[config.mk]
export PLATFORM = sky130hd
export DESIGN_NAME = dd_back
export DESIGN_NICKNAME = d
export VERILOG_FILES = /design/src/rtl/dd_pkg.sv /design/src/rtl/dd_back.sv
export SDC_FILE = /design/constraint.sdc
export NUM_CORES = 1
export LEC_CHECK = 0
export BUFFER_PORTS_ARGS = -buffer_cell sky130_fd_sc_hd__buf_2
export CAP_MARGIN = 0
export CORE_ASPECT_RATIO = 1.75
export CORE_MARGIN = 2
export CORE_UTILIZATION = 30
export CTS_CLUSTER_DIAMETER = 60
export DETAILED_ROUTE_END_ITERATION = 16
export GPL_TIMING_DRIVEN = 0
export PLACE_DENSITY_LB_ADDON = 0.25
export SYNTH_ARGS = -nofsm -noshare
export SYNTH_HDL_FRONTEND = slang
export SYNTH_SLANG_ARGS = --single-unit
[constraint.sdc]
create_clock -name clk -period 9.1 [get_ports clk]
set_input_delay 1.82 -clock clk [delete_from_list [all_inputs] [get_ports clk]]
set_output_delay 1.82 -clock clk [all_outputs]
set_load 0.01 [all_outputs]
[src/rtl/dd_pkg.sv]
// Shared types, constants and status codes of the pairwise DNA distance unit.
`default_nettype none
package dd_pkg;

  localparam int COUNT_WIDTH_DEF   = 32;
  localparam int FRACTION_BITS_DEF = 16;
  localparam int IN_COUNT_BITS     = 32;
  localparam int DIST_BITS         = 48;
  localparam int LOG_FRAC          = 30;
  localparam int LOG_Y_BITS        = LOG_FRAC + 1;
  // The log difference is cut to 24 fraction bits before scaling.
  localparam int LOG_KEEP          = 24;
  localparam int LN2X3_BITS        = 34;
  // Three times ln 2 in Q2.32.
  localparam logic [LN2X3_BITS-1:0] LN2_X3 = 34'h2_1456_47E8;
  // The scaled product has 56 fraction bits and carries a factor of four.
  localparam int PROD_POINT        = 58;

  localparam logic [1:0] ST_VALID = 2'd0;
  localparam logic [1:0] ST_UNDEF = 2'd1;
  localparam logic [1:0] ST_SAT   = 2'd2;

  localparam logic [1:0] MODEL_MUT = 2'd0;
  localparam logic [1:0] MODEL_TV  = 2'd1;
  localparam logic [1:0] MODEL_JC  = 2'd2;

  typedef struct packed {
    logic [IN_COUNT_BITS-1:0] mutation_count;
    logic [IN_COUNT_BITS-1:0] identical_count;
    logic [IN_COUNT_BITS-1:0] transversion_count;
    logic                     same_pair;
  } in_t;

  typedef struct packed {
    logic [DIST_BITS-1:0] distance;
    logic [1:0]           status;
  } out_t;

  // Control that travels beside the log pipeline.
  typedef struct packed {
    logic                 valid;
    logic                 use_log;
    logic [DIST_BITS-1:0] distance;
    logic [1:0]           status;
  } side_t;

endpackage
`default_nettype wire

[src/rtl/dd_back.sv]
// Output stages: log difference, scaling by 0.75 ln 2, result selection.
`default_nettype none
module dd_back import dd_pkg::*; #(
  parameter int FRACTION_BITS = FRACTION_BITS_DEF,
  parameter int LW            = 36
) (
  input  wire logic          clk,
  input  wire logic          rst,
  input  wire side_t         side_in,
  input  wire logic [LW-1:0] la,
  input  wire logic [LW-1:0] lb,
  output out_t               result,
  output logic               done
);

  localparam int RW = LW - (LOG_FRAC - LOG_KEEP);
  localparam int PW = RW + LN2X3_BITS;
  localparam int SHIFT = PROD_POINT - FRACTION_BITS;

  side_t          s1, s2;
  logic [RW-1:0]  lr;
  logic [PW-1:0]  prod, scaled;
  logic [LW-1:0]  diff;

  always_comb begin
    diff   = (la > lb) ? (la - lb) : '0;
    scaled = prod >> SHIFT;
  end

  always_ff @(posedge clk) begin
    if (rst) begin
      s1.valid <= 1'b0;
      s2.valid <= 1'b0;
      done     <= 1'b0;
    end else begin
      s1.valid <= side_in.valid;
      s2.valid <= s1.valid;
      done     <= s2.valid;
    end
    s1.use_log  <= side_in.use_log;
    s1.distance <= side_in.distance;
    s1.status   <= side_in.status;
    s2.use_log  <= s1.use_log;
    s2.distance <= s1.distance;
    s2.status   <= s1.status;
    lr   <= diff[LW-1:LOG_FRAC-LOG_KEEP];
    prod <= lr * LN2_X3;
    if (s2.use_log) begin
      result.distance <= scaled[DIST_BITS-1:0];
      result.status   <= ST_VALID;
    end else begin
      result.distance <= s2.distance;
      result.status   <= s2.status;
    end
  end

endmodule
`default_nettype wire

# == Word-level counts from Yosys, hierarchy flattened ==
# Index checks and enable logic that the tools add are counted.
# classes
shift,0
bitwise,0
reduce_logical,0
n_eq_ne,0
div,0
n_addsub,1
mux,1
n_lt_le_gt_ge,1
multipliers,1
# op_table
cell,count
$mul A30 B31 Y61 const B,1
$gt A36 B36 Y1,1
$sub A36 B36 Y36,1
$mux W24,1
# word_totals
rom_bits,0
out_inout_bits,51
ramBits,0
reg_bits,246
latchBits,0
n_memories,0

# == Depth between registers and ports, before layout ==
# logic_depth
word_depth,1
mapped_depth,25
ltp_nobuf,25

# == Worst setup path after synthesis ==
# OpenSTA, ideal clock, no wires.
# synth_path
kind,register to register
start,register lr[9]
end,register prod[60]
arrival_time_ns,6.572
setup_slack_ns,2.412
path_buffers,0
stages_incl_launch_ff,24
required_ns,8.985
setup_time_ns,0.115
period_less_slack_ns,6.688
cell_sequence,dfxtp_1 > fa_1 > inv_1 > fa_1 > inv_1 > fa_1 > fa_1 > fa_1 > inv_1 > fa_1 > inv_1 > fa_1 > fa_1 > ha_1 > nand3_1 > nor2_1 > a311o_1 > o211ai_2 > a31oi_1 > o21ai_0 > a21boi_1 > a31o_2 > or3b_1 > and3_1
# synth_between
elab_chain_cells,1
# synth_lines
item,line,text
start: declaration,dd_back.sv:21,logic [RW-1:0] lr;
start signal: assignment,dd_back.sv:46,lr <= diff[LW-1:LOG_FRAC-LOG_KEEP];
$mul A30 B31 Y61,dd_back.sv:47,prod <= lr * LN2_X3;
end signal: assignment,dd_back.sv:47,
end: declaration,dd_back.sv:22,"logic [PW-1:0] prod, scaled;"
# Every way passes these cells.
# A chain may end at the register's enable or synchronous reset.

# == Final worst setup path ==
# layout_path
start,register lr[19]
end,register prod[63]
# The elaborated chain is that of the path after synthesis.

==> impl_metrics.tcl <==
set metrics [dict create \
    outcome "finished clean" \
    synthesis.area_mm2 0.0206 \
    ys.flop_type "dfxtp_1" \
    final_common_cell "inv_1" \
    drt_iter0_markers 393 \
    cp.required_ps 9460 \
    path_clk_slew_ps 70 \
    cts_setup_buffers 0 \
    skew_ps 35.4 \
    crit_path_cell_trace "inv_1 -> ha_1 -> inv_1 -> fa_1 -> inv_1 -> fa_1 -> inv_1 -> fa_1 -> fa_1 -> fa_1 -> fa_1 -> fa_1 -> ha_1 -> nand4_1 -> or3_4 -> nor3_4 -> o211ai_2 -> a31oi_1 -> nor2_1 -> o41ai_4 -> nand4_1 -> nand4b_1 -> xor2_1" \
    clk_latency_ps 540 \
    grt_max_degree 18 \
    synth_edf_count 0 \
    antenna_found_initial 0 \
    dp_hpwl_mm 47.7 \
    synth.top_cells.by_area "fa_1, ha_1, dfxtp_1, inv_1, a21oi_1" \
    ioPinCount 177 \
    worst-endpoint-arrival_ps 8890 \
    cts_made_buffers 23 \
    achievable-frequency_mhz 117 \
    synthDistinctLibCells 70 \
    hold_viol_final 0 \
    timing.max_cap.violations 0 \
    core_mm2 0.0683 \
    place_area_mm2 0.0226 \
    row_count 127 \
    async_reset_ff_share_pct 0 \
    fill_cells 7024 \
    synth_seq_cells 207 \
    numPortBuffers 176 \
    drive_gt1_share_pct 12.0 \
    die_w_um 202 \
    cts-root-buf "clkbuf_16" \
    placed_cells 3058 \
    first_pass_iters 5 \
    routed_wl_mm 53.4 \
    drtAntennaViolNets 0 \
    post_drt_via_cell_ratio 4.50 \
    cts_max_path_buffers 3 \
    grt_usage_pct 15.2 \
    drc 0 \
    cts_max_level 1 \
    place_ws_ps 131 \
    grt_first_pass_wirelength_mm 82.6 \
    num_vias 13946 \
    critPathMaxStageDelay_ps 940 \
    crit_path_start_kind "flop" \
    dieArea_mm2 0.0709 \
    postSynthNetCount 2815 \
    path_class "flop to flop" \
    cp_common_cell "fa_1" \
    hp-class "flop to flop" \
    yosysWarnings 0 \
    cp_top_family "adder cells" \
    gp_congestion 0.894 \
    drv_slew 0 \
    rsz0062_at_grt "no" \
    routedWlPerCell_um 17.2 \
    synth_cells 1979 \
    insertedDiodeCount 0 \
    crit_buf_inv 4 \
    synth_seq_area_share_pct 20.1 \
    worstSetupEndpointType "flop" \
    fin_nets 3016 \
    die_h_um 351 \
    r2r_slack_ps 570 \
    yosysTopAreaCellShare_pct 29.1 \
    relSlewSlack_pct 36.7 \
    start_util_pct 30.2 \
    tightestPinTransition_ps 948 \
    syn_avg_cell_area_um2 10.4 \
    cp_max_fo 12 \
    grt_pass1_vias 15422 \
    setup_tns_ps 0 \
    finalSetupViolCount 0 \
    post-route-period-util_pct 93.7 \
    clock-sinks 207 \
    cts_tree "yes" \
    layout_common_cells "inv_1, ha_1, fa_1" \
    crit_slowest_cell "dfxtp_1" \
    yosys.area.top_type "fa_1" \
    design_area_mm2 0.0234 \
    period_minus_slack_ps 8530 \
    area_delta_synth_final_pct 13.6 \
    finalNonFillerCells 3099 \
    grt_overflow 0 \
    setup_ws_ps 571 \
]
## registers in the layout, summed over array words and instances (netlist names)
register and count:
s1 52, prod 22, result 50, done 1, lr 30, s2 52
## area by class of cell
| class | instances | area, µm² | area share [%] |
|---|---|---|---|
| Inverter | 508 | 1910 | 8.15 |
| Clock buffer | 27 | 611 | 2.61 |
| Buffer | 20 | 82.6 | 0.353 |
| Multi-Input combinational cell | 1244 | 14500 | 61.9 |
| Timing Repair Buffer | 176 | 881 | 3.76 |
| Clock inverter | 14 | 171 | 0.733 |
| Sequential cell | 207 | 4150 | 17.7 |
| Tap cell | 903 | 1130 | 4.83 |
## cells in the mapped netlist (5+ instances only)
master and n:
and3_1 7, nor3_1 7, a21oi_1 84, nand2_1 57, inv_1 508, nor2b_1 38, a311oi_1 5, nand4_1 14
o21ai_0 41, nor2_1 53, ha_1 410, clkbuf_1 13, dfxtp_1 207, a31oi_1 8, fa_1 300, o21bai_1 8
xor2_1 16, mux2_2 22, o21a_1 8, a21o_1 39, nand3_1 27, xnor2_1 27
## timing repair
action,CTS,global route
hold endpoints to repair,0,0
hold buffers,0,0
gates resized for setup,0,1
setup endpoints to repair,0,1
## worst reg2reg max path: cells and delay by family, from the launching register on
kind / cells / cell delay, ps
buffers and inverters: 4 / 330
flip-flops: 1 / 940
XOR/XNOR: 1 / 420
AND/OR/NAND/NOR: 6 / 1270
adder cells (fa/ha/maj): 9 / 4220
AO/OA/AOI/OAI: 3 / 1170
## per-layer routing
metal  share of wire [%]  global-route usage [%]  vias to the layer above
li1                    -                       -                     6682
met1                  35                    15.1                     6859
met2                  56                    30.8                      310
met3                 3.6                    1.60                       95
met4                 5.5                    7.81                        0
met5                   0                       0                        -
## worst paths after layout
check                           depth (start not counted)              start                to
worst min-delay path                                    0     s1[50]$_DFF_P_    s2[50]$_DFF_P_
worst max-delay path                                   23  lr[19]$_SDFF_PP0_  prod[63]$_DFF_P_
worst min register to register                          0     s1[50]$_DFF_P_    s2[50]$_DFF_P_
worst max register to register                         23  lr[19]$_SDFF_PP0_  prod[63]$_DFF_P_
## through the flow
stage / utilization (%) / hold WS [ps]
after global placement: 33.1 / 311
after CTS: 34.2 / 315
after floorplan: - / 310
after global routing: 34.2 / 321
after detailed placement: 33.1 / 312
final: 34.2 / 316
## cells by family (layout without fill, tap and decap cells)
logic type | after synthesis | after routing | synth area share, %
fa+ha+maj | 710 | 710 | 54.0
buf+inv | 528 | 745 | 9.65
compound gates | 235 | 235 | 7.34
simple gates | 233 | 233 | 5.78
flops | 207 | 207 | 20.1
xor+xnor | 43 | 43 | 1.83
mux | 23 | 23 | 1.25
Power is not shown: default switching activity piles up to over one toggle a cycle in this logic, so the estimate is an artifact.
