`config.mk`:
```
export PLATFORM = sky130hd
export DESIGN_NAME = dd_front
export DESIGN_NICKNAME = d
export VERILOG_FILES = /design/src/rtl/dd_pkg.sv /design/src/rtl/dd_front.sv
export SDC_FILE = /design/constraint.sdc
export NUM_CORES = 1
export LEC_CHECK = 0
export ABC_AREA = 1
export BUFFER_PORTS_ARGS = -buffer_cell sky130_fd_sc_hd__buf_2
export CORE_AREA = 2 2 165 135
export DETAILED_ROUTE_END_ITERATION = 12
export DIE_AREA = 0 0 167 137
export GPL_TIMING_DRIVEN = 0
export PLACE_DENSITY_LB_ADDON = 0.2
export SLEW_MARGIN = 40
export SYNTH_ARGS = -nofsm -noshare
export SYNTH_HDL_FRONTEND = slang
export SYNTH_SLANG_ARGS = --single-unit
```
`constraint.sdc`:
```
create_clock -name clk -period 16.9 [get_ports clk]
set_input_delay 3.38 -clock clk [delete_from_list [all_inputs] [get_ports clk]]
set_output_delay 3.38 -clock clk [all_outputs]
set_load 0.02 [all_outputs]
```
`src/rtl/dd_pkg.sv`:
```
// Shared types, constants and status codes of the pairwise DNA distance unit.
`default_nettype none
package dd_pkg;

  localparam int COUNT_WIDTH_DEF   = 32;
  localparam int FRACTION_BITS_DEF = 16;
  localparam int IN_COUNT_BITS     = 32;
  localparam int DIST_BITS         = 48;
  localparam int LOG_FRAC          = 30;
  localparam int LOG_Y_BITS        = LOG_FRAC + 1;
  // The log difference is cut to 24 fraction bits before scaling.
  localparam int LOG_KEEP          = 24;
  localparam int LN2X3_BITS        = 34;
  // Three times ln 2 in Q2.32.
  localparam logic [LN2X3_BITS-1:0] LN2_X3 = 34'h2_1456_47E8;
  // The scaled product has 56 fraction bits and carries a factor of four.
  localparam int PROD_POINT        = 58;

  localparam logic [1:0] ST_VALID = 2'd0;
  localparam logic [1:0] ST_UNDEF = 2'd1;
  localparam logic [1:0] ST_SAT   = 2'd2;

  localparam logic [1:0] MODEL_MUT = 2'd0;
  localparam logic [1:0] MODEL_TV  = 2'd1;
  localparam logic [1:0] MODEL_JC  = 2'd2;

  typedef struct packed {
    logic [IN_COUNT_BITS-1:0] mutation_count;
    logic [IN_COUNT_BITS-1:0] identical_count;
    logic [IN_COUNT_BITS-1:0] transversion_count;
    logic                     same_pair;
  } in_t;

  typedef struct packed {
    logic [DIST_BITS-1:0] distance;
    logic [1:0]           status;
  } out_t;

  // Control that travels beside the log pipeline.
  typedef struct packed {
    logic                 valid;
    logic                 use_log;
    logic [DIST_BITS-1:0] distance;
    logic [1:0]           status;
  } side_t;

endpackage
`default_nettype wire

```
`src/rtl/dd_front.sv`:
```
// Input stage: count masking, site totals, log operands and raw-count results.
`default_nettype none
module dd_front import dd_pkg::*; #(
  parameter int COUNT_WIDTH   = COUNT_WIDTH_DEF,
  parameter int FRACTION_BITS = FRACTION_BITS_DEF,
  parameter int AW            = COUNT_WIDTH_DEF + 3
) (
  input  wire logic          clk,
  input  wire logic          rst,
  input  wire logic          in_valid,
  input  wire in_t           item,
  input  wire logic [1:0]    model,
  output side_t              side,
  output logic [AW-1:0]      a_val,
  output logic [AW-1:0]      amb_val
);

  localparam int EFF = (COUNT_WIDTH < IN_COUNT_BITS) ? COUNT_WIDTH : IN_COUNT_BITS;
  localparam int RAW_LIMIT = DIST_BITS - FRACTION_BITS;

  logic [AW-1:0] m, idn, n, a, b;
  logic [63:0]   raw_c;
  logic [63:0]   raw_sh;
  side_t         side_next;

  always_comb begin
    m   = {{(AW-EFF){1'b0}}, item.mutation_count[EFF-1:0]};
    idn = {{(AW-EFF){1'b0}}, item.identical_count[EFF-1:0]};
    n   = m + idn;
    a   = n + (n << 1);
    b   = m << 2;

    raw_c = (model == MODEL_TV) ? {{(64-EFF){1'b0}}, item.transversion_count[EFF-1:0]}
                                : {{(64-EFF){1'b0}}, item.mutation_count[EFF-1:0]};
    raw_sh = raw_c << FRACTION_BITS;

    side_next.valid    = in_valid;
    side_next.use_log  = 1'b0;
    side_next.distance = '0;
    side_next.status   = ST_VALID;
    if (!item.same_pair) begin
      unique case (model)
        MODEL_MUT, MODEL_TV: begin
          if ((raw_c >> RAW_LIMIT) != 64'd0) begin
            side_next.distance = '1;
            side_next.status   = ST_SAT;
          end else begin
            side_next.distance = raw_sh[DIST_BITS-1:0];
          end
        end
        MODEL_JC: begin
          if (n == '0 || b > a) begin
            side_next.status = ST_UNDEF;
          end else if (b != a) begin
            side_next.use_log = 1'b1;
          end
        end
        default: begin
          side_next.status = ST_UNDEF;
        end
      endcase
    end
  end

  always_ff @(posedge clk) begin
    if (rst) begin
      side <= '0;
    end else begin
      side <= side_next;
    end
    a_val   <= a;
    amb_val <= a - b;
  end

endmodule
`default_nettype wire

```
After elaboration in Yosys (flattened, before gate mapping):

Index checks and enable logic that the tools add are counted.

* flip-flop bits (word level): 122
* input bits: 102
* output and inout bits: 122
* word-level logic and storage cells: 29

* add/sub/neg operators: 3
* $lt $le $gt $ge: 1
* equal/unequal tests: 3
* multiplexer cells: 6
* bitwise gates (word level): 2
* reduce and logical (&&, ||, !) cells: 8

Operator list (count)
* $reduce_bool 64->1 const A: 1
* $mux 48: 1
* $add 33x34->35: 1
* $gt 34x35->1: 1
* $logic_not 35->1: 1
* $ne 34x35->1: 1
* $sub 35x34->35: 1
* $add 32x32->33: 1
* $mux 32: 1
* $pmux 2 s2: 1
* $reduce_or 2->1: 2
* $reduce_or 4->1: 1
* $reduce_or 3->1: 1
* $eq 2x1->1 const B: 1
* $eq 2x2->1 const B: 1
* $logic_not 2->1: 1
* $mux 1: 2
* $mux 2: 1
* $not 1->1: 2
* $logic_or 1x1->1: 1

Depth between registers and ports, before layout:

* depth after elaboration: 6
* mapped depth: 40
* mapped depth without buffers: 40

Least setup slack after synthesis:

OpenSTA, ideal clock, no wires.

* path type: in2reg
* start: in item[33] in the netlist's numbering
* end: reg amb_val[34]
* library setup time: 0.126 ns
* arrival: 7.823 ns
* required time: 16.774 ns
* path slack: 8.951 ns
* cell stages on the path: 32
* path buffers: 0
* cells stage by stage: ha_1 > inv_1 > fa_1 > inv_1 > nand3_1 > nand3_1 > nand2_1 > nand2_1 > nand2_1 > nand2_1 > a21oi_1 > o21bai_1 > xor2_1 > ha_1 > a21oi_1 > o21ai_0 > a21oi_1 > a21oi_1 > nand3b_1 > nand2_2 > nand2_1 > nand2_2 > nand2_1 > nand2_1 > xor2_1 > ha_1 > nand2_1 > nor4_1 > nand3_1 > o21ai_0 > a31oi_1 > xor2_2

* word-level cells in the longest chain between the ends: 3

Ends and longest elaborated chain
* start: declaration: RTL line dd_front.sv:11 `input wire in_t item,`
* $add 32x32->33: RTL line dd_front.sv:29 `n = m + idn;`
* $add 33x34->35: RTL line dd_front.sv:30 `a = n + (n << 1);`
* net a[29]: RTL line dd_front.sv:21 `logic [AW-1:0] m, idn, n, a, b;`
* $sub 35x34->35: RTL line dd_front.sv:72 `amb_val <= a - b;`
* end signal: assignment: RTL line dd_front.sv:72
* end: declaration: RTL line dd_front.sv:15 `output logic [AW-1:0] amb_val`

The timed path passes the listed nets, and every way through them passes these cells.
A chain may end at the register's enable or synchronous reset.

Final worst setup path:

* start: in item[65] in the netlist's numbering
* end: reg amb_val[34]

Same word-level chain as after synthesis.

==> results_dict.tcl <==
set metrics [dict create \
    status "complete, no violations" \
    worstPathRequired_ps 17130 \
    p_int_w 0.0008969 \
    postRouteAntennaNets 0 \
    antenna_found_initial 1 \
    startpoint_type "primary input" \
    drt-vias-per-instance 4.916 \
    drv_slew 0 \
    fin_nets 1606 \
    dieArea_mm2 0.02288 \
    setup_ws_ps 8033 \
    async_reset_ff_frac 0 \
    switching_share 0.5009 \
    core.rowCount 48 \
    start_util 0.3944 \
    drt_iter0_drc 530 \
    cts_num_sinks 103 \
    place_worst_setup_slack_ps 7669 \
    fin_crit_ps 8867 \
    worstHoldPathCells 2 \
    peakVddDrop_v 0.00009277 \
    clockBufferDepth 2 \
    ys_seq_area_frac 0.2466 \
    power.leakage_nw 5.446 \
    cts_hold_buf 0 \
    p_switching_w 0.0009000 \
    path_clk_slew_ps 60 \
    area_growth_pct 20.88 \
    globalplace.congestion 0.9625 \
    min_to "side[51]" \
    power_frac_comb 0.677 \
    crit_type "primary input to flip-flop" \
    routed_wl_um 25970 \
    hp-class "primary input to flip-flop" \
    wl_per_cell_um 15.55 \
    dpl.hpwl_um 22760 \
    finalNonFillerCells 1670 \
    setup-tns-final_ps 0 \
    dr.pass1.iters 5 \
    hp-start "rst" \
    hold_violations 0 \
    synth_edf_count 0 \
    critPathSlowestCell "nor4_1" \
    core-area_mm2 0.02120 \
    cts_made_buffers 9 \
    max_slew_margin 0.5385 \
    grt_pass1_vias 7613 \
    grt_use_total 0.2229 \
    die_h_um 137 \
    cp.arrival_ps 9100 \
    post_cts_buffers 0 \
    min_period_over_period 0.5247 \
    vias 8209 \
    pwr-share-clk 0.119 \
    synth_cell_types 53 \
    grt_pass1_wl_um 39870 \
    synthCells 1157 \
    htree_levels 3 \
    synth-seq-cells 103 \
    cts_resized 0 \
    max_stage_delay_ps 420 \
    syn_area_per_cell_um2 7.226 \
    finalSetupViolCount 0 \
    die_x_um 167 \
    critPathMaxFanout 5 \
    drc_errors 0 \
    io-pin-count 224 \
    ctsRootBufferMaster "clkbuf_16" \
    dp_cells 1654 \
    synthFlopType "dfxtp_1" \
    cp_common_cell "nand2_1" \
    maxCapViolations 0 \
    rsz0062_at_grt "false" \
    end_kind "flip-flop" \
    p_seq_frac 0.205 \
    synth_warnings 0 \
    grt_max_degree 17 \
    overflow 0 \
    io_buffer_count 206 \
    max_freq_mhz 112.8 \
    cts_tree "built" \
    power.density_mw_per_mm2 177.8 \
    tightest_slew_ps 686.0 \
    drive_gt1_frac 0.2267 \
    syn-cell-area_mm2 0.008361 \
]
## power groups by stage
stage,combinational (W),clock (W),sequential (W)
after global placement,0.00120,0,0.000373
after detailed placement,0.00120,0,0.000374
final,0.00122,0.000213,0.000368
after global routing,0.00135,0.000226,0.000376
after floorplan,0.000768,0,0.000485
after CTS,0.00121,0.000216,0.000369
## cell usage in the layout, fill, tap and decap left out, drive strengths merged, types with 2 or more instances in the layout
cell type / count
a211oi: 32
a21boi: 4
a21o: 9
a21oi: 95
a221oi: 2
a31oi: 12
and2: 2
buf: 231
clkbuf: 15
clkinv: 2
conb: 17
dfxtp: 103
fa: 3
ha: 111
inv: 159
nand2: 274
nand3: 34
nand3b: 4
nand4: 26
nor2: 101
nor3: 10
nor4: 5
o211ai: 2
o21a: 2
o21ai: 42
o21bai: 6
or2: 2
xnor2: 20
xor2: 61
## per-stage QoR
step	cell area [um^2]	hold slack, ps	total power (W)	utilization
2_1_floorplan	8421	3451	0.001254	-
3_3_place_gp	9796	3563	0.001569	0.4621
3_5_place_dp	9796	3567	0.001576	0.4621
4_1_cts	10100	3196	0.001793	0.4766
5_1_grt	10110	3206	0.001947	0.4767
6_report	10110	3204	0.001797	0.4767
## worst max-delay path by stage
stage                        start          end
after global routing      item[65]  amb_val[34]
after CTS                 item[65]  amb_val[34]
after detailed placement  item[65]  amb_val[34]
after global placement    item[65]  amb_val[34]
final                     item[65]  amb_val[34]
after floorplan           item[33]  amb_val[34]
## synth_stat cells (25+ instances only)
| cell type | instances | area share |
|---|---|---|
| a211oi_1 | 32 | 0.029 |
| nand2_2 | 26 | 0.019 |
| dfxtp_1 | 103 | 0.25 |
| nand4_1 | 25 | 0.019 |
| xor2_1 | 60 | 0.063 |
| o21ai_0 | 31 | 0.019 |
| a21oi_1 | 91 | 0.054 |
| nand3_1 | 28 | 0.017 |
| inv_1 | 148 | 0.066 |
| ha_1 | 111 | 0.17 |
| nor2_1 | 92 | 0.041 |
| nand2_1 | 242 | 0.11 |
## routing by layer
| metal | global-route usage | part of all wire | vias up |
|---|---|---|---|
| met5 | 0 | 0 | - |
| met4 | 0.07280 | 0.021 | 0 |
| met3 | 0.02950 | 0.055 | 27 |
| li1 | - | - | 4253 |
| met2 | 0.3420 | 0.43 | 239 |
| met1 | 0.3225 | 0.50 | 3690 |
## state kept, by name, summed over array words and instances, names as in the netlist
signal	cells
a_val	33
side	35
amb_val	35
## cell families (layout without fill, tap and decap cells)
logic type      Yosys count  in the layout  share of synthesized area
compound gates          211            211                     0.1516
xor+xnor                 81             81                    0.08575
fa+ha+maj               114            114                     0.1733
buf+inv                 188            409                    0.09339
flops                   103            103                     0.2466
other cells               1             18                  0.0004485
simple gates            459            459                     0.2489
## critical path, delay by kind of cell
| family | cells | cell delay, ps |
|---|---|---|
| fa+ha+maj | 4 | 1430 |
| buf+inv | 4 | 440 |
| simple gates | 17 | 2100 |
| xor+xnor | 2 | 500 |
| compound gates | 7 | 1240 |
## final cells by class
class                           count  area [um^2]
Fill cell                        2226        11090
Multi-Input combinational cell    882         5578
Sequential cell                   103         2062
Timing Repair Buffer              206         1031
Inverter                          159        599.3
Tap cell                          275        344.1
Clock buffer                       11        252.7
Buffer                             29        181.4
Clock inverter                      4        55.05
Antenna cell                        1        2.502
(Power assumes the default switching activity.)
